[config.mk]
export PLATFORM = sky130hd
export DESIGN_NAME = brc_fifo
export DESIGN_NICKNAME = d
export VERILOG_FILES = /design/src/hw/rtl/brc_fifo.sv
export SDC_FILE = /design/constraint.sdc
export NUM_CORES = 1
export LEC_CHECK = 0
export BUFFER_PORTS_ARGS = -buffer_cell sky130_fd_sc_hd__buf_2
export CAP_MARGIN = 20
export CORE_MARGIN = 2
export CORE_UTILIZATION = 50
export DETAILED_ROUTE_END_ITERATION = 8
export GPL_TIMING_DRIVEN = 0
export PLACE_DENSITY = 0.77
export SETUP_SLACK_MARGIN = 0.3
export SYNTH_ARGS = -nofsm -noshare
export SYNTH_HDL_FRONTEND = slang
export SYNTH_SLANG_ARGS = --single-unit
[constraint.sdc]
create_clock -name clk_i -period 3.6 [get_ports clk_i]
set_input_delay 0.36 -clock clk_i [delete_from_list [all_inputs] [get_ports clk_i]]
set_output_delay 0.36 -clock clk_i [all_outputs]
set_load 0.01 [all_outputs]
[src/hw/rtl/brc_fifo.sv]
module brc_fifo #(
  parameter int Width = 8,
  parameter int Depth = 2
) (
  input  logic             clk_i,
  input  logic             rst_ni,
  input  logic             push_i,
  input  logic [Width-1:0] data_i,
  output logic             full_o,
  input  logic             pop_i,
  output logic [Width-1:0] data_o,
  output logic             empty_o
);

  localparam int PtrW = $clog2(Depth);
  localparam int CntW = $clog2(Depth + 1);

  logic [Width-1:0] slot_q [Depth];
  logic [PtrW-1:0]  wr_ptr_q, rd_ptr_q;
  logic [CntW-1:0]  count_q;

  assign full_o  = (count_q == CntW'(Depth));
  assign empty_o = (count_q == '0);
  assign data_o  = slot_q[rd_ptr_q];

  always_ff @(posedge clk_i or negedge rst_ni) begin
    if (!rst_ni) begin
      wr_ptr_q <= '0;
      rd_ptr_q <= '0;
      count_q  <= '0;
    end else begin
      if (push_i) begin
        wr_ptr_q <= (wr_ptr_q == PtrW'(Depth - 1)) ? '0 : wr_ptr_q + 1'b1;
      end
      if (pop_i) begin
        rd_ptr_q <= (rd_ptr_q == PtrW'(Depth - 1)) ? '0 : rd_ptr_q + 1'b1;
      end
      if (push_i && !pop_i) begin
        count_q <= count_q + 1'b1;
      end else if (pop_i && !push_i) begin
        count_q <= count_q - 1'b1;
      end
    end
  end

  always_ff @(posedge clk_i) begin
    if (push_i) begin
      slot_q[wr_ptr_q] <= data_i;
    end
  end

endmodule

# [Yosys cells after proc, flatten, opt, wreduce, memory -nomap -nowiden]
# Memories as Yosys holds them, arrays and structs flattened.
# Cells that the tools add are included.
# Widths: inputs -> output; s select.
[classes] addsub=4 n_mul=0 div=0 magnitude_cmp=0 eq_ne=1 n_shift=0 n_mux=6 bitwise_logic=0 n_reduce_logical=6
[op_table] cell="$mux 1" n=4
[op_table] cell="$mux 2" n=2
[op_table] cell="$add 1x1->1 const B" n=2
[op_table] cell="$add 2x1->2 const B" n=1
[op_table] cell="$eq 2x2->1 const B" n=1
[op_table] cell="$logic_and 1x1->1" n=2
[op_table] cell="$logic_not 1->1" n=2
[op_table] cell="$logic_not 2->1" n=1
[op_table] cell="$reduce_bool 2->1" n=1
[op_table] cell="$sub 2x1->2 const B" n=1
[totals] ff_bits=4 latchBits=0 mem_bits_rw=16 romBits=0 inputBits=12 output_inout_bits=10 elab_cells=21 mem_count=1
[memory_table] name="slot_q" depth=2 word_bits=8 read_ports=1 rd_ports_with_merged_regs=0 write_ports=1 line="18" text="logic [Width-1:0] slot_q [Depth];"

# [Depth between registers and ports, before layout]
# Gate-level depths: netlist of the first run.
[depth] ltp_word=4 mapped_depth=5 mapped_depth_nobuf=5

# [Least setup slack after synthesis of the first run]
# Ideal clock, no wire load.
[synth_timing] path_kind="flip-flop to flip-flop" from="register wr_ptr_q" to="memory slot_q[0][0] (enable)" setup_ns=0.373 t_arrival_ns=0.789 t_required_ns=3.227 slack_ns=2.438 path_stages_with_launch=2 period_less_slack_ns=1.162 path_cell_list="dfrtp_1 nor2b_1"
[synth_lines] item="start: declaration" line="19" text="logic [PtrW-1:0] wr_ptr_q, rd_ptr_q;"
[synth_lines] item="start signal: assignment" line="33" text="wr_ptr_q <= (wr_ptr_q == PtrW'(Depth - 1)) ? '0 : wr_ptr_q + 1'b1;"
[synth_lines] item="end: declaration" line="18"
# Straight into the memory's write port.

# [Worst setup path in the final report of the first run]
[layout_timing] from="register rd_ptr_q" to="output data_o[1]"
[layout_via] elab_chain_cells=1
[layout_lines] item="start: declaration" line="19"
[layout_lines] item="start signal: assignment" line="36" text="rd_ptr_q <= (rd_ptr_q == PtrW'(Depth - 1)) ? '0 : rd_ptr_q + 1'b1;"
[layout_lines] item="$mem_v2 2x8"
[layout_lines] item="end: declaration" line="11" text="output logic [Width-1:0] data_o,"
# No other way between the ends.

==> run metrics, run 1 <==
die footprint 0.001871 mm²; relative slew slack 0.5369; via count 395; kind of critical path reg -> out; Most used DFF post-synth edfxtp_1; post-place setup slack 2.136 ns; # rows 14; crit-path max cell delay 0.36 ns; initial antenna violation count 0; status completed; grt total ovfl 0; Max VDD drop 397.5 µV; CTS root buf clkbuf_4; Avg Cell Area, Syn 18.80 µm²; Post-synth EDFFs 16; TritonCTS Buffers 3; Worst EP arrival 1.27 ns; Clock Sinks 20; # DRC 0; io pins 22; final setup vio count 0; Max Freq 0.6150 GHz; Core ar. 0.001471 mm²; Vias/cell 4.759; total track usage 0.1240; DRT Pass-1 Iters 4; Skew-Pair Late Insertion Delay 0.29 ns; Synth top cells by count edfxtp_1 (16), mux2_2 (8), dfrtp_1 (4), xor2_1 (4), nor2_1 (2); CP bufs+invs 2; initial DRC count 2; Setup Skew 0.004713 ns; Post-synth ARST share 0.2000; class of the worst hold path in -> reg; Ys Warns 0; antenna fix cells 0; Mapped Nets 54; synthesized flop and latch total 20; ranking of synthesized cells by area edfxtp_1 (62%), dfrtp_1 (13%), mux2_2 (12%); setup ws final 1.974 ns; first-pass GRT wire length 1.621 mm; routability-driven placement congestion ratio 0.6446; CTS tree yes; synthesis-to-layout area growth 20.94%; largest net degree at the start of global routing 12; RSZ-0062 raised after global routing false; chip width 43.26 µm; DP Wirelength 722.5 µm; initial core utilization 0.5238; CP required 3.24 ns; # port buffers 21; Cell Pwr Density 713.0 mW/mm²; vias in the first global route 387; final hold vios 0; crit path max-delay cell type dfrtp_1; Avg WL per Cell 13.11 µm; Reg clk slew, reported paths 0.11 ns; sequential share of the synthesized area 0.7532; leak pwr 0.3859 nW; Die Height 43.26 µm; critical path's top delay family flip-flops; post-synth cell types 12; most common cell in the netlist edfxtp_1; TNS Setup 0 ns; final net count 81; Tmin final 1.626 ns; post-CTS setup buffer count 0; Critical Path Source Type register; Final ANT Viol Nets 0; Final Hold Slack 0.2495 ns; H-tree Lvls 1; Cell Area, Synth 770.7 µm²; part of the cycle the worst path needs 0.4517; crit-path max FO 9; Synth area leader edfxtp_1; max cap viols 0; ordered cell list for the critical path buf_6, mux2_2, buf_2; share of layout cells above drive strength 1 0.5075; Critical Path End Type output pin; Slew @ Worst Pin 0.6932 ns; Syn Inst Count 41; clk buf depth 2; Yosys top cell area share 0.6234; final slew viol count 0; final WL 1.088 mm
layout make-up:
| class | count | area (µm²) |
|---|---|---|
| clock inverters | 1 | 3.754 |
| plain buffers | 1 | 11.26 |
| flip-flops and latches | 20 | 580.6 |
| multi-input cells | 19 | 175.2 |
| well taps | 16 | 20.02 |
| inverters | 1 | 3.754 |
| fillers | 118 | 539.3 |
| clock buffers | 3 | 22.52 |
| repair buffers | 22 | 115.1 |
registers in the layout (all words and copies together) (netlist names):
register	flops
rd_ptr_q	1
wr_ptr_q	1
count_q	2
slot_q	16
layout by cell type (no fill, tap or decap):
master / synthesis / routed
and2_1: 1 / 1
and2b_2: 1 / 1
buf_2: 0 / 21
buf_6: 1 / 1
clkbuf_4: 0 / 3
clkinv_1: 0 / 1
dfrtp_1: 4 / 4
dlygate4sd3_1: 0 / 1
edfxtp_1: 16 / 16
ha_1: 1 / 1
inv_1: 1 / 1
mux2_2: 8 / 8
nor2_1: 2 / 2
nor2b_1: 1 / 1
xnor2_1: 1 / 1
xor2_1: 4 / 4
stage by stage:
step	total power, mW	util	area, µm²	instances
3_3_place_gp	0.5610	0.6088	895.9	78
3_5_place_dp	0.5651	0.6088	895.9	78
2_1_floorplan	0.4910	-	770.7	41
5_1_grt	0.7018	0.6335	932.1	83
4_1_cts	0.6723	0.6335	932.1	83
6_report	0.6646	0.6335	932.1	83
cells by family after synthesis:
logic type | after synthesis | synth area share
buffers and inverters | 2 | 0.01947
flip-flops | 20 | 0.7533
multiplexers | 8 | 0.1169
AND/OR/NAND/NOR | 5 | 0.03735
XOR/XNOR | 5 | 0.05682
adder cells (fa/ha/maj) | 1 | 0.01623
report_power, final:
part / switching, mW / leakage, nW / internal, mW / total (mW)
sequential: 0.0260 / 0.197 / 0.315 / 0.341
combinational: 0.108 / 0.174 / 0.113 / 0.221
clock: 0.0626 / 0.0154 / 0.0403 / 0.103
total: 0.197 / 0.386 / 0.468 / 0.665
layer usage:
metal / part of all wire / up-vias / track usage
met3: 0.048 / 0 / 0.02979
met4: 0 / 0 / 0.07273
met2: 0.52 / 8 / 0.1940
li1: - / 201 / -
met1: 0.43 / 186 / 0.1552
met5: 0 / - / 0
worst paths after layout:
| kind | startpoint | endpoint | slack [ns] | depth (start not counted) |
|---|---|---|---|---|
| setup / recovery | rd_ptr_q | data_o[1] | 1.97 | 3 |
| hold / removal | data_i[3] | slot_q[1][3] | 0.25 | 1 |
| setup reg to reg | wr_ptr_q | slot_q[0][4] | 2.27 | 1 |
| hold reg to reg | wr_ptr_q | wr_ptr_q | 0.50 | 1 |
| max in group asynchronous | rst_ni | rd_ptr_q | 3.09 | 2 |
| min in group asynchronous | rst_ni | count_q[1] | 0.39 | 2 |
repair_timing:
| item | CTS | global route |
|---|---|---|
| hold buffers | 1 | 0 |
| hold endpoints to repair | 4 | 0 |
| gates resized for setup | 0 | 0 |
Power figures use the tool's default switching activity.
==> run 2: changes to the inputs <==
--- a/config.mk
+++ b/config.mk
@@ -8,10 +8,10 @@
 export BUFFER_PORTS_ARGS = -buffer_cell sky130_fd_sc_hd__buf_2
 export CAP_MARGIN = 20
 export CORE_MARGIN = 2
-export CORE_UTILIZATION = 50
+export CORE_UTILIZATION = 48
 export DETAILED_ROUTE_END_ITERATION = 8
 export GPL_TIMING_DRIVEN = 0
-export PLACE_DENSITY = 0.77
+export PLACE_DENSITY = 0.75
 export SETUP_SLACK_MARGIN = 0.3
 export SYNTH_ARGS = -nofsm -noshare
 export SYNTH_HDL_FRONTEND = slang
==> constraint.sdc (replaced) <==
create_clock -name clk_i -period 1.6 [get_ports clk_i]
set_input_delay 0.16 -clock clk_i [delete_from_list [all_inputs] [get_ports clk_i]]
set_output_delay 0.16 -clock clk_i [all_outputs]
set_load 0.01 [all_outputs]
==> run 2 against run 1 <==
Against the previous run: routed wire length grew 1.7%; worst hold slack worse by 0.20 ns; largest cell class unchanged; setup slack got worse by 1.8 ns; combinational power increased by 130%; critical path depth unchanged; first-iteration DRC count grew to 2.5 times the previous value; sequential power rose by 130%; clock skew increased by 0.0014 ns; clock power grew 130%; final area increased by 1.1%; clock-buffer cell count increased by 1; largest power group unchanged; core utilization fell by 0.81 points.
==> run metrics, run 2 (synthesis results as in run 1) <==
Max VDD drop 873.7 µV (+120%); antenna fix cells 0 (unchanged); reg2reg setup slack 0.46 ns (-1.81 ns); top flop regs slot_q x16, count_q x2; Critical R2R Launch wr_ptr_q; final WL 1.107 mm (+1.7%); Critical Path End Type output pin; TritonCTS Buffers 3 (unchanged); Setup Skew 0.006115 ns (+0.001402 ns); routability-driven placement congestion ratio 0.6470 (+0.37%); Design Area, Final 942.2 µm² (+1.1%); Core ar. 0.001506 mm² (+2.4%); clk buf depth 2 (unchanged); FILL cells 116 (-1.7%); commonest non-fill, non-tap cell in the layout buf_2; final net count 82 (+1.2%); kind of critical path reg -> out; relative slew slack 0.7149 (+0.1780); initial core utilization 0.5116 (-0.01218); Vias/cell 4.893 (+2.8%); post-place setup slack 0.2356 ns (-1.901 ns); share of layout cells above drive strength 1 0.5294 (+0.02195); flip-flop count of the largest register after layout 16 (unchanged); worst setup path endpoint data_o[3]; io pins 22 (unchanged); class of the worst hold path in -> reg; most frequent cells in the layout buf_2 (21), edfxtp_1 (16), mux2_2 (8); final slew viol count 0 (unchanged); Cell Pwr Density 1605 mW/mm² (+130%); Max Freq 0.7118 GHz; initial antenna violation count 0 (unchanged); DRT Pass-1 Iters 3 (-1); vias in the first global route 428 (+11%); CP required 1.44 ns (-1.80 ns); Critical Path Source Type register; first-pass GRT wire length 1.725 mm (+6.4%); Avg WL per Cell 13.18 µm (+0.54%); Worst R2R Path Depth 1 (unchanged); final hold vios 0 (unchanged); Clock Sinks 20 (unchanged); part of the cycle the worst path needs 0.8780; max cap viols 0 (unchanged); status completed; Final ANT Viol Nets 0 (unchanged); worst r2r dst slot_q[0][1]; grt total ovfl 0 (unchanged); RSZ-0062 raised after global routing true; initial DRC count 5 (+3); Top reg by flops slot_q; setup ws final 0.1952 ns (-1.779 ns); Slew @ Worst Pin 0.4257 ns (-0.2675 ns); TNS Setup 0 ns (unchanged); DP Wirelength 817.7 µm (+13%); die footprint 0.001942 mm² (+3.8%); final core utilization 0.6254 (-0.008088); crit-path max FO 9 (unchanged); # port buffers 21 (unchanged); H-tree Lvls 1 (unchanged); CTS root buf clkbuf_4; largest net degree at the start of global routing 12 (unchanged); final setup vio count 0 (unchanged); chip width 44.07 µm (+1.9%); Die Height 44.07 µm (+1.9%); # DRC 0 (unchanged); Skew-Pair Late Insertion Delay 0.29 ns (about the same); leak pwr 0.3914 nW (+1.4%); launch point of the worst path rd_ptr_q; CTS tree yes; Tmin final 1.405 ns; via count 411 (+4.1%); Worst EP arrival 1.24 ns (-0.03 ns); placed cell areas 895.9 µm² (unchanged); Reg clk slew, reported paths 0.11 ns (about the same); # rows 14 (unchanged); synthesis-to-layout area growth 22.24%; total track usage 0.1278 (+0.003857)
==> run 2: cell count changes in the layout (fill, tap and decap cells not counted) <==
cell and delta:
buf_4 +1, nor2b_1 -1, clkbuf_1 +1, nor2b_2 +1, clkinv_1 -1
==> run 2: final cells by class <==
type / instances / area, µm² / share of cell area
inverters: 1 / 3.754 / 0.003984
multi-input cells: 19 / 177.7 / 0.1886
repair buffers: 23 / 122.6 / 0.1301
well taps: 16 / 20.02 / 0.02125
clock buffers: 4 / 26.28 / 0.02789
flip-flops and latches: 20 / 580.6 / 0.6162
plain buffers: 1 / 11.26 / 0.01195
==> run 2: where the power goes <==
part	leakage (nW)	internal, mW	switching (mW)
combinational	0.180	0.271	0.238
clock	0.0150	0.0967	0.138
sequential	0.197	0.707	0.0606
==> run 2: repair_timing <==
action / 4_1_cts / 5_1_grt
pin swaps: 0 / 0
endpoints found under the setup margin: 16 / 8
hold buffers: 1 / 0
resized for setup: 1 / 0
gates cloned: 0 / 0
endpoints found under the hold margin: 4 / 0
buffers inserted: 1 / 0
==> run 2: routing by layer <==
layer	track usage	wire [µm]
met1	0.1513	466
met5	0	0
met4	0.07273	10
met3	0.02449	37
met2	0.2176	592
==> run 2: worst max-delay path, stage by stage, from the launching register on <==
cell and delay [ns]:
dfrtp_1 0.35, buf_6 0.14, mux2_2 0.33, buf_2 0.14
==> run 2: worst min path at each step <==
stage / from / slack, ns / cells after the start / endpoint
finish: data_i[0] / 0.05 / 1 / slot_q[1][0]
detailed placement: rst_ni / -0.03 / 1 / count_q[1]
floorplan: rst_ni / -0.14 / 0 / count_q[0]
global placement: rst_ni / -0.03 / 1 / count_q[1]
global route: data_i[0] / 0.04 / 1 / slot_q[0][0]
CTS: data_i[3] / 0.05 / 1 / slot_q[1][3]
==> run 2: per-stage QoR <==
| step | power [mW] | hold WS [ns] | instances |
|---|---|---|---|
| finish | 1.512 | 0.05147 | 84 |
| global route | 1.589 | 0.04435 | 84 |
| detailed placement | 1.278 | -0.02781 | 78 |
| CTS | 1.535 | 0.04728 | 84 |
| floorplan | 1.105 | -0.1356 | 41 |
| global placement | 1.263 | -0.02920 | 78 |
