`config.mk`:
```
export PLATFORM = sky130hd
export DESIGN_NAME = brc_front
export DESIGN_NICKNAME = d
export VERILOG_FILES = /design/src/hw/rtl/brc_pkg.sv /design/src/hw/rtl/brc_front.sv
export SDC_FILE = /design/constraint.sdc
export NUM_CORES = 1
export LEC_CHECK = 0
export BUFFER_PORTS_ARGS = -buffer_cell sky130_fd_sc_hd__buf_2
export CORE_MARGIN = 1.5
export CORE_UTILIZATION = 49
export DETAILED_ROUTE_END_ITERATION = 8
export PLACE_DENSITY = 0.94
export SYNTH_ARGS = -nofsm -noshare
export SYNTH_HDL_FRONTEND = slang
export SYNTH_SLANG_ARGS = --single-unit
```
`constraint.sdc`:
```
create_clock -name vclk -period 3.9
set_input_delay 0.195 -clock vclk [all_inputs]
set_output_delay 0.195 -clock vclk [all_outputs]
set_load 0.01 [all_outputs]
```
`src/hw/rtl/brc_pkg.sv`:
```
package brc_pkg;

  // Coordinate and register widths
  localparam int CoordW = 10;
  localparam int CfgW   = 9;
  localparam int BoundW = CfgW + 1;
  localparam int DeltaW = CoordW;
  localparam int ErrW   = DeltaW + 1;

  // Default map size
  localparam int MapColumnsDef = 256;
  localparam int MapRowsDef    = 256;

  // Stream payload widths
  localparam int InDataW  = 48;
  localparam int OutDataW = 40;

  // Command queue between front and back
  localparam int CmdQueueDepth = 2;

  localparam logic [CfgW-1:0] WorldWidthRst  = CfgW'(256);
  localparam logic [CfgW-1:0] WorldHeightRst = CfgW'(256);

  typedef enum logic {
    ReqWrite = 1'b0,
    ReqCast  = 1'b1
  } req_e;

  typedef enum logic {
    RegWorldWidth  = 1'b0,
    RegWorldHeight = 1'b1
  } cfg_reg_e;

  typedef logic signed [CoordW-1:0] coord_t;
  typedef logic [DeltaW-1:0]        delta_t;

  // Classified request as it travels from front to back
  typedef struct packed {
    req_e   kind;
    coord_t x;
    coord_t y;
    logic   solid;
    logic   step_x_neg;
    logic   step_y_neg;
    logic   x_major;
    delta_t major;
    delta_t minor;
  } cmd_t;

endpackage

```
`src/hw/rtl/brc_front.sv`:
```
module brc_front (
  input  logic                         in_valid_i,
  output logic                         in_ready_o,
  input  logic [brc_pkg::InDataW-1:0]  in_data_i,   // start_x, start_y, end_x, end_y, solid
  input  logic                         in_user_i,   // req_type
  input  logic                         clear_busy_i,
  input  logic                         q_full_i,
  output logic                         push_o,
  output brc_pkg::cmd_t                cmd_o
);

  import brc_pkg::*;

  coord_t sx, sy, ex, ey;
  logic signed [CoordW:0] dx, dy, neg_dx, neg_dy;
  delta_t adx, ady;

  assign sx = in_data_i[CoordW-1:0];
  assign sy = in_data_i[2*CoordW-1:CoordW];
  assign ex = in_data_i[3*CoordW-1:2*CoordW];
  assign ey = in_data_i[4*CoordW-1:3*CoordW];

  // Signed deltas, one bit wider than a coordinate
  assign dx     = {ex[CoordW-1], ex} - {sx[CoordW-1], sx};
  assign dy     = {ey[CoordW-1], ey} - {sy[CoordW-1], sy};
  assign neg_dx = -dx;
  assign neg_dy = -dy;
  assign adx    = dx[CoordW] ? neg_dx[DeltaW-1:0] : dx[DeltaW-1:0];
  assign ady    = dy[CoordW] ? neg_dy[DeltaW-1:0] : dy[DeltaW-1:0];

  always_comb begin
    cmd_o.kind       = req_e'(in_user_i);
    cmd_o.x          = sx;
    cmd_o.y          = sy;
    cmd_o.solid      = in_data_i[4*CoordW];
    cmd_o.step_x_neg = dx[CoordW];
    cmd_o.step_y_neg = dy[CoordW];
    cmd_o.x_major    = (adx >= ady);
    cmd_o.major      = (adx >= ady) ? adx : ady;
    cmd_o.minor      = (adx >= ady) ? ady : adx;
  end

  // Hold off new requests while the queue is full or the map is swept clear
  assign in_ready_o = !q_full_i && !clear_busy_i;
  assign push_o     = in_valid_i && in_ready_o;

endmodule

```
# Word-level counts from Yosys, hierarchy flattened

Index checks and enable logic that the tools add are counted.

Flip-flop bits (word level): 0
Bits of input ports: 52
Output and inout port bits: 47
Logic and storage cells: 13

Add/subtract/negate cells: 4
Order comparisons: 1
Mux-type cells: 4
Reduce and logical (&&, ||, !) cells: 4

Operators with widths:

| cell                | number |
|---|---|
| $mux W10            | 4 |
| $sub A10 B10 Y11    | 2 |
| $neg A10 Y10        | 2 |
| $ge A10 B10 Y1      | 1 |
| $logic_and A1 B1 Y1 | 2 |
| $logic_not A1 Y1    | 2 |

# Depth between registers and ports, before layout

Gate-level depths: netlist of run 1.

Depth in word-level cells: 5
Mapped depth: 19
Gate-level depth less buffers: 18

# Worst setup path after synthesis of run 1

OpenSTA, ideal clock, no wires.

Path type: in2out
Start: input port in_data_i[20] (netlist bit)
End: output port cmd_o[0] (netlist bit)
Arrival: 3480 ps
Data required time: 3705 ps
Setup slack: 225 ps
Stages: 19
Cell sequence: inv_1 -> ha_1 -> inv_1 -> fa_1 -> a21oi_1 -> o2111ai_1 -> nand3_1 -> a31oi_2 -> inv_2 -> mux2i_1 -> inv_1 -> ha_1 -> a21o_1 -> a21o_1 -> a21oi_1 -> o21ai_1 -> a221o_1 -> buf_2 -> mux2i_1

RTL lines:

| element         | line           | text |
|---|---|---|
| start, declared | brc_front.sv:4 | `input logic [brc_pkg::InDataW-1:0] in_data_i,` |
| end, declared   | brc_front.sv:9 | `output brc_pkg::cmd_t cmd_o` |

==> metrics.cfg, run 1 <==
[floorplanning]
initial_core_util=0.509
dieHeight_um=67.3
row_count=23
core-area_um2=3970
dieArea_um2=4520
fp.dieW_um=67.3
io_pins=99

[final_layout]
antenna_cells=0
final_cells=436
area_delta_synth_final_pct=54.2
fin_area_um2=3120
seqCellArea_um2=0
n_fill_cell=244
final_net_count=474
n_clock_buffer=0
flops_and_latches=0
drive_above_1_share=0.528

[critical_path]
max_stage_delay_ps=440
critPathBufInv=7
setup.worst_path.end_class=primary output
critPathKind=input pin to primary output
cp_cell_sequence=buf_2, inv_2, ha_4, inv_2, fa_2, a21oi_4, o2111ai_2, nand3_2, a31oi_4, buf_4, nor2_1, xor2_1, inv_1, ha_1, a21o_1, a21oi_2, o21ai_1, a221o_2, buf_6, mux2i_1, buf_2
required_ps=3700
crit_fanout=6
start_kind=input pin
cp_top_family=compound AO/OA/AOI/OAI gates
worst_path_max_delay_cell=a221o_2
crit_arrival_ps=3870

[detailed_routing]
top_layer_used=met4
wire_per_inst_um=17.1
met1_length_mm=2.59
routed_via_density=5.89
met3_length_um=431
ant_nets=0
drcViolationCount=0
wirelength_mm=7.46
num_vias=2569
drt_iter0_markers=166
drtPass1Iterations=4
dr_wl_met2_mm=3.91

[sta]
worst_slack_ps=-169
drv_slew=0
fmax_mhz=246
hold_viol=0
rsz0062_at_grt=yes
finalSetupViolations=20
period_needed_ps=4070
worst_pin_slew_ps=591
maxSlewHeadroom=0.605
period_share=1.04

[power]
power_density_nw_per_um2=489
leakage_uw=0.00163
ir_drop_v=0.000234

[flow_run]
max_cap_viol_count=0

[outcome]
violations=setup timing
outcome=complete, but fails checks

[clocking]
holdBufCountCts=0

[yosys]
netlist_instances=272
synth.largest_area_cell=ha_1
syn_area_per_cell_um2=7.44
synth_cell_type_count=50
synth.net_count=358
synth_top_area_share=0.198
synth_area_leaders=ha_1 20%, mux2i_1 11%, inv_1 8.5%, buf_4 8.2%, xor2_1 6.9%
yosys_warnings=0
yosysSeqAreaShare=0
syn_area_um2=2020

[min_path]
min_to=cmd_o[23]
hold_depth=0
min_path_type=input pin to primary output
hold_start=in_data_i[40]

[grt]
grt_antenna_before_repair=0
grt_use_total=0.221
grt_pass1_vias=2023
grt_pass1_wl_mm=8.11
grt_max_degree=16
overflow=0

[place]
hpwlAfterDp_mm=4.26
dp.cells=408
port_buffers=88
placed_cell_area_um2=2530
place.gp.congestion=0.832

[cells by family (layout without fill, tap and decap cells)]
| family | count (synthesis) | after routing | share of synthesized area |
|---|---|---|---|
| mux | 22 | 22 | 0.109 |
| fa+ha+maj | 34 | 34 | 0.218 |
| xor+xnor | 28 | 28 | 0.125 |
| compound gates | 51 | 51 | 0.197 |
| simple gates | 66 | 66 | 0.177 |
| buf+inv | 71 | 185 | 0.174 |
[synth_stat cells (all sizes together), types with 5 or more instances]
cell type   n
inv        47
ha         32
buf        24
mux2i      22
xor2       17
nor2       15
a21oi      13
xnor2      11
nand2       9
o21ai       9
nor3        8
nand3       5
nor2b       5
[power by group]
part	switching, uW	internal [uW]
Sequential	0	0
Combinational	772	754
Clock	0	0
[how the worst max path moves through the flow]
stage / cells past startpoint / end / slack, ps / from
after CTS: 19 / cmd_o[13] / 0.2 / in_data_i[30]
after global placement: 19 / cmd_o[13] / -40 / in_data_i[20]
final: 21 / cmd_o[16] / -170 / in_data_i[20]
after detailed placement: 20 / cmd_o[17] / -220 / in_data_i[20]
after floorplan: 19 / cmd_o[0] / 230 / in_data_i[20]
after global routing: 19 / cmd_o[16] / -250 / in_data_i[20]
[through the flow]
step	hold slack (ps)	worst slack [ps]	setup TNS [ps]	util	power, uW
6_report	390	-169	-1730	0.785	1530
5_1_grt	390	-245	-4070	0.785	1600
4_1_cts	390	0.166	0	0.679	1200
3_5_place_dp	390	-221	-3500	0.637	1100
3_3_place_gp	390	-36.7	-433	0.637	1050
2_1_floorplan	437	225	0	-	717
[per-layer routing]
metal  vias to the layer above  GRT usage
met1                      1206      0.218
met2                       148      0.489
met5                         -          0
met4                         0     0.0408
li1                       1159          -
met3                        56     0.0100
[placed cells by master (no fill, tap or decap), types with 4 or more instances in the layout]
master and instances:
a21oi_1 8, nor2_1 11, a21o_1 4, nand2_1 9
buf_2 87, ha_2 4, xor2_1 11, ha_4 5
buf_6 4, buf_4 45, ha_1 23, nand2b_1 4
nor3_1 6, nor2b_1 5, inv_2 4, xor2_2 6
o21ai_1 5, mux2i_1 19, xnor2_2 7, inv_1 42
nor2_2 4, xnor2_1 4
[cell type report]
type,instances,area (um2),share of cell area
Timing Repair Buffer,138,863,0.277
Inverter,47,179,0.0574
Multi-Input combinational cell,201,2010,0.646
Tap cell,50,62.6,0.0201
[repair_timing]
item                                    4_1_cts  5_1_grt
resized for setup                            19       50
buffers inserted                              9       18
pin swaps                                    15       35
endpoints found under the setup margin       20       21
cloned                                        0        1
Note: power is estimated with default switching activity, not from simulation.
==> run 2, diff against run 1 <==
--- a/config.mk
+++ b/config.mk
@@ -10,6 +10,7 @@
 export CORE_UTILIZATION = 49
 export DETAILED_ROUTE_END_ITERATION = 8
 export PLACE_DENSITY = 0.94
+export REMOVE_ABC_BUFFERS = 1
 export SYNTH_ARGS = -nofsm -noshare
 export SYNTH_HDL_FRONTEND = slang
 export SYNTH_SLANG_ARGS = --single-unit
==> run 2 against run 1 <==
The run still ends with setup timing left. Design area fell by 4.2%. Count of clock-buffer cells in the layout unchanged. Maximum frequency is 1.5% higher. Via count decreased by 3.2%. First-iteration DRC count down 3.6%. Worst hold slack hardly changed. Cell count shrank 0.23%. Total power shrank 6.8%. Sequential share of layout area unchanged. Flip-flop and latch count did not move. Critical endpoint unchanged. Largest power group unchanged.
==> metrics.cfg, run 2 (synthesis gave the netlist of run 1 again) <==
[outcome]
outcome=complete, but fails checks
violations=setup timing

[power]
intPower_uw=694  ; -7.9%
p_total_uw=1420  ; -6.8%
p_clk_frac=0  ; unchanged
p_sw_uw=728  ; -5.7%
combPwrFrac=1.000  ; about the same
leakage_uw=0.00158  ; -2.6%
p_sw_frac=0.512  ; +0.00598
ir_drop_v=0.000477  ; +100%
seqPwrFrac=0  ; unchanged
power_density_nw_per_um2=476  ; -2.7%

[floorplanning]
row_count=23  ; unchanged
initial_core_util=0.509  ; unchanged
dieHeight_um=67.3  ; unchanged
fp.dieW_um=67.3  ; unchanged
io_pins=99  ; unchanged
dieArea_um2=4520  ; unchanged
core-area_um2=3970  ; unchanged

[critical_path]
critPathKind=input pin to primary output
required_ps=3700  ; about the same
crit_fanout=5  ; -1
setup.worst_path.end_class=primary output
start_kind=input pin
crit_arrival_ps=3820  ; -50 ps

[detailed_routing]
ant_nets=0  ; unchanged
drcViolationCount=0  ; unchanged
wirelength_mm=6.96  ; -6.6%
wire_per_inst_um=16.0  ; -6.4%
drt_iter0_markers=160  ; -3.6%
num_vias=2487  ; -3.2%
routed_via_density=5.72  ; -3.0%
drtPass1Iterations=5  ; +1

[final_layout]
final_cell_mix=87 x buf_2, 44 x buf_4, 43 x inv_1
final_common_cell=buf_2
seqCellArea_um2=0  ; unchanged
final_net_count=473  ; -0.21%
n_clock_buffer=0  ; unchanged
flops_and_latches=0  ; unchanged
antenna_cells=0  ; unchanged
drive_above_1_share=0.486  ; -0.0428
area_delta_synth_final_pct=47.7

[place]
dp_worst_setup_slack_ps=-319  ; -97.7 ps
place.gp.congestion=0.874  ; +5.0%
port_buffers=88  ; unchanged
hpwlAfterDp_mm=4.13  ; -3.1%

[clocking]
holdBufCountCts=0  ; unchanged

[min_path]
min_path_type=input pin to primary output

[grt]
grt_use_total=0.237  ; +0.0160
grt_max_degree=9  ; -7
grt_pass1_vias=2110  ; +4.3%
grt_pass1_wl_mm=8.74  ; +7.7%
grt_antenna_before_repair=0  ; unchanged
overflow=0  ; unchanged

[sta]
worst_slack_ps=-110  ; +58.3 ps
finalSetupViolations=20  ; unchanged
period_share=1.03  ; -0.0149
worst_pin_slew_ps=471  ; -120 ps
rsz0062_at_grt=yes
drv_slew=0  ; unchanged
maxSlewHeadroom=0.678  ; +0.0730
hold_viol=0  ; unchanged
period_needed_ps=4010  ; -58.3 ps
fmax_mhz=249  ; +1.5%

[flow_run]
max_cap_viol_count=0  ; unchanged

[run 2: changes by cell type in the layout (fill, tap and decap cells not counted), moves of 4 or more]
| cell | delta |
|---|---|
| xnor2_1 | +5 |
| xnor2_2 | -5 |
| nor2_1 | +4 |
| nor2_2 | -4 |
[run 2: per-stage QoR]
step / instances / utilization / TNS, ps / hold WS, ps / instance area (um2)
after global routing: 435 / 0.753 / -2580 / 390 / 2990
after global placement: 419 / 0.654 / -1680 / 390 / 2600
after CTS: 425 / 0.696 / -29.6 / 390 / 2770
final: 435 / 0.753 / -1160 / 390 / 2990
after floorplan: 248 / - / -319 / 390 / 1850
after detailed placement: 419 / 0.654 / -5720 / 390 / 2600
[run 2: power by group through the flow]
stage	combinational (uW)	clock, uW	sequential (uW)
2_1_floorplan	688	0	0
3_3_place_gp	1090	0	0
3_5_place_dp	1130	0	0
4_1_cts	1240	0	0
5_1_grt	1510	0	0
6_report	1420	0	0
[run 2: layer usage]
| layer | up-vias | global-route usage | routed length [um] |
|---|---|---|---|
| met3 | 39 | 0.0167 | 488 |
| met2 | 156 | 0.453 | 3590 |
| met1 | 1133 | 0.275 | 2550 |
| met4 | 0 | 0.0765 | 329 |
| li1 | 1159 | - | - |
| met5 | - | 0 | 0 |
[run 2: timing repair]
action | in CTS | in global routing
endpoints found under the hold margin | 0 | 0
buffers inserted | 5 | 10
gates cloned | 1 | 0
endpoints found under the setup margin | 21 | 21
pin swaps | 21 | 30
gates resized for setup | 25 | 30
[run 2: area by class of cell]
type | count | area [um2]
Fill cell | 257 | 982
Tap cell | 50 | 62.6
Timing Repair Buffer | 137 | 833
Multi-Input combinational cell | 201 | 1910
Inverter | 47 | 179
[run 2: path summary, 6_finish.rpt]
kind,start,slack [ps],cells after the start,to
max,in_data_i[4],-110,19,cmd_o[16]
min,in_user_i,390,0,cmd_o[44]
[run 2: worst max-delay path, stage by stage]
cell and delay, ps:
buf_2 80, inv_1 40, ha_1 340, nand3_1 170, o2111ai_2 290, nand3_2 160
a31oi_4 290, inv_2 80, buf_4 150, o21ai_2 80, xor2_2 220, inv_1 70
ha_2 210, a2111oi_4 360, o21ai_2 100, a221o_2 430, buf_6 170, mux2i_1 180
buf_2 170
==> run 3, diff against run 2 <==
--- a/config.mk
+++ b/config.mk
@@ -9,7 +9,8 @@
 export CORE_MARGIN = 1.5
 export CORE_UTILIZATION = 49
 export DETAILED_ROUTE_END_ITERATION = 8
-export PLACE_DENSITY = 0.94
+export GPL_TIMING_DRIVEN = 1
+export PLACE_DENSITY = 0.87
 export REMOVE_ABC_BUFFERS = 1
 export SYNTH_ARGS = -nofsm -noshare
 export SYNTH_HDL_FRONTEND = slang
==> constraint.sdc (replaced) <==
create_clock -name vclk -period 3.9
set_input_delay 1.17 -clock vclk [all_inputs]
set_output_delay 1.17 -clock vclk [all_outputs]
set_load 0.01 [all_outputs]
==> run 3 against run 2 <==
The flow still finishes with violations (setup timing). Critical path depth up 1. Maximum frequency down 35%. Via count up 16%. Highest routed layer unchanged.
==> metrics.cfg, run 3 (synthesis gave the netlist of run 1 again) <==
[place]
dp_worst_setup_slack_ps=-2230  ; -1910 ps
place.gp.congestion=0.837  ; -4.2%
hpwlAfterDp_mm=4.87  ; +18%
port_buffers=88  ; unchanged

[floorplanning]
core-area_um2=3970  ; unchanged
io_pins=99  ; unchanged
fp.dieW_um=67.3  ; unchanged
dieHeight_um=67.3  ; unchanged
dieArea_um2=4520  ; unchanged
row_count=23  ; unchanged
initial_core_util=0.509  ; unchanged

[detailed_routing]
wirelength_mm=8.90  ; +28%
drt_iter0_markers=369  ; +130%
drtPass1Iterations=5  ; unchanged
num_vias=2894  ; +16%
wire_per_inst_um=18.4  ; +15%
ant_nets=0  ; unchanged
drcViolationCount=0  ; unchanged
routed_via_density=5.98  ; +4.6%

[final_layout]
flops_and_latches=0  ; unchanged
n_clock_buffer=0  ; unchanged
fin_util=0.845  ; +0.0923
seqCellArea_um2=0  ; unchanged
area_delta_synth_final_pct=65.9
antenna_cells=0  ; unchanged
drive_above_1_share=0.544  ; +0.0581
final_net_count=522  ; +10%
final_cell_mix=91 x buf_4, 84 x buf_2, 41 x inv_1
final_common_cell=buf_4

[critical_path]
crit_fanout=10  ; +5
required_ps=2730  ; -970 ps
setup.worst_path.end_class=primary output
start_kind=input pin
critPathKind=input pin to primary output
crit_arrival_ps=4990  ; +1170 ps

[grt]
grt_pass1_vias=2742  ; +30%
grt_use_met3=0.0400  ; +0.0233
grt_max_degree=11  ; +2
met2_usage=0.605  ; +0.152
grt_pass1_wl_mm=12.0  ; +38%
grt_antenna_before_repair=0  ; unchanged
grt_busiest_layer=met2
overflow=0  ; unchanged
grt_use_total=0.338  ; +0.101
met1_usage=0.387  ; +0.112

[sta]
maxSlewHeadroom=0.554  ; -0.124
worst_pin_slew_ps=664  ; +193 ps
fmax_mhz=162  ; -35%
rsz0062_at_grt=yes
period_needed_ps=6160  ; +2150 ps
period_share=1.58  ; +0.551
finalSetupViolations=23  ; +15%
worst_slack_ps=-2260  ; -2150 ps
hold_viol=0  ; unchanged
drv_slew=0  ; unchanged

[min_path]
min_path_type=input pin to primary output
hold_depth=0  ; unchanged
min_to=cmd_o[44]
hold_start=in_user_i

[power]
ir_drop_v=0.000419  ; -12%
power_density_nw_per_um2=453  ; -4.7%
leakage_uw=0.00182  ; +15%

[outcome]
outcome=complete, but fails checks
violations=setup timing

[clocking]
holdBufCountCts=0  ; unchanged

[flow_run]
max_cap_viol_count=0  ; unchanged

## run 3: cell count changes in the layout (fill, tap and decap cells not counted), sizes merged
| cell | before | now |
|---|---|---|
| buf | 137 | 186 |
## run 3: layout make-up
class / instances / area, um2
fillers: 197 / 616
inverters: 47 / 184
multi-input cells: 201 / 1880
well taps: 50 / 62.6
repair buffers: 186 / 1230
## run 3: worst max-delay path by stage
stage	from	endpoint	cells after the start
after CTS	in_data_i[20]	cmd_o[5]	20
final	in_data_i[20]	cmd_o[4]	20
after global placement	in_data_i[20]	cmd_o[15]	21
after detailed placement	in_data_i[20]	cmd_o[5]	19
after floorplan	in_data_i[20]	cmd_o[0]	18
after global routing	in_data_i[20]	cmd_o[4]	20
## run 3: per-layer routing
layer / share of wire / vias to the layer above
met2: 0.48 / 239
met4: 0.070 / 0
met1: 0.35 / 1326
met3: 0.096 / 73
li1: - / 1256
met5: 0 / -
## run 3: critical path, stage by stage
cell       delay [ps]
buf_6             100
inv_4              40
ha_4              120
inv_2              30
fa_2              370
a21oi_4           200
o21bai_1          100
xor2_1            340
buf_4             220
nor3_2             50
nor2_1            190
xor2_1            240
inv_1             120
ha_4              270
a2111oi_4         350
o21ai_1           130
a221o_1           400
buf_6             190
mux2i_2           210
buf_2             160
## run 3: where the power goes
part           switching [uW]  internal, uW  leakage [uW]  total [uW]
Clock                       0             0             0           0
Sequential                  0             0             0           0
Combinational             771           751       0.00182        1520
Total                     771           751       0.00182        1520
## run 3: timing repair
item / in CTS / in global routing
resized for setup: 50 / 9
endpoints found under the setup margin: 23 / 23
pin swaps: 18 / 9
gates cloned: 1 / 0
buffers inserted: 11 / 4
## run 3: stage by stage
stage | power (uW) | TNS [ps] | std cells | hold WS [ps] | instance area (um2)
6_report | 1520 | -46240 | 484 | 2340 | 3360
3_3_place_gp | 1170 | -43410 | 468 | 2340 | 2970
5_1_grt | 1600 | -48920 | 484 | 2340 | 3360
4_1_cts | 1400 | -38980 | 480 | 2340 | 3280
3_5_place_dp | 1220 | -45950 | 468 | 2340 | 2970
2_1_floorplan | 688 | -40900 | 248 | 2340 | 1850
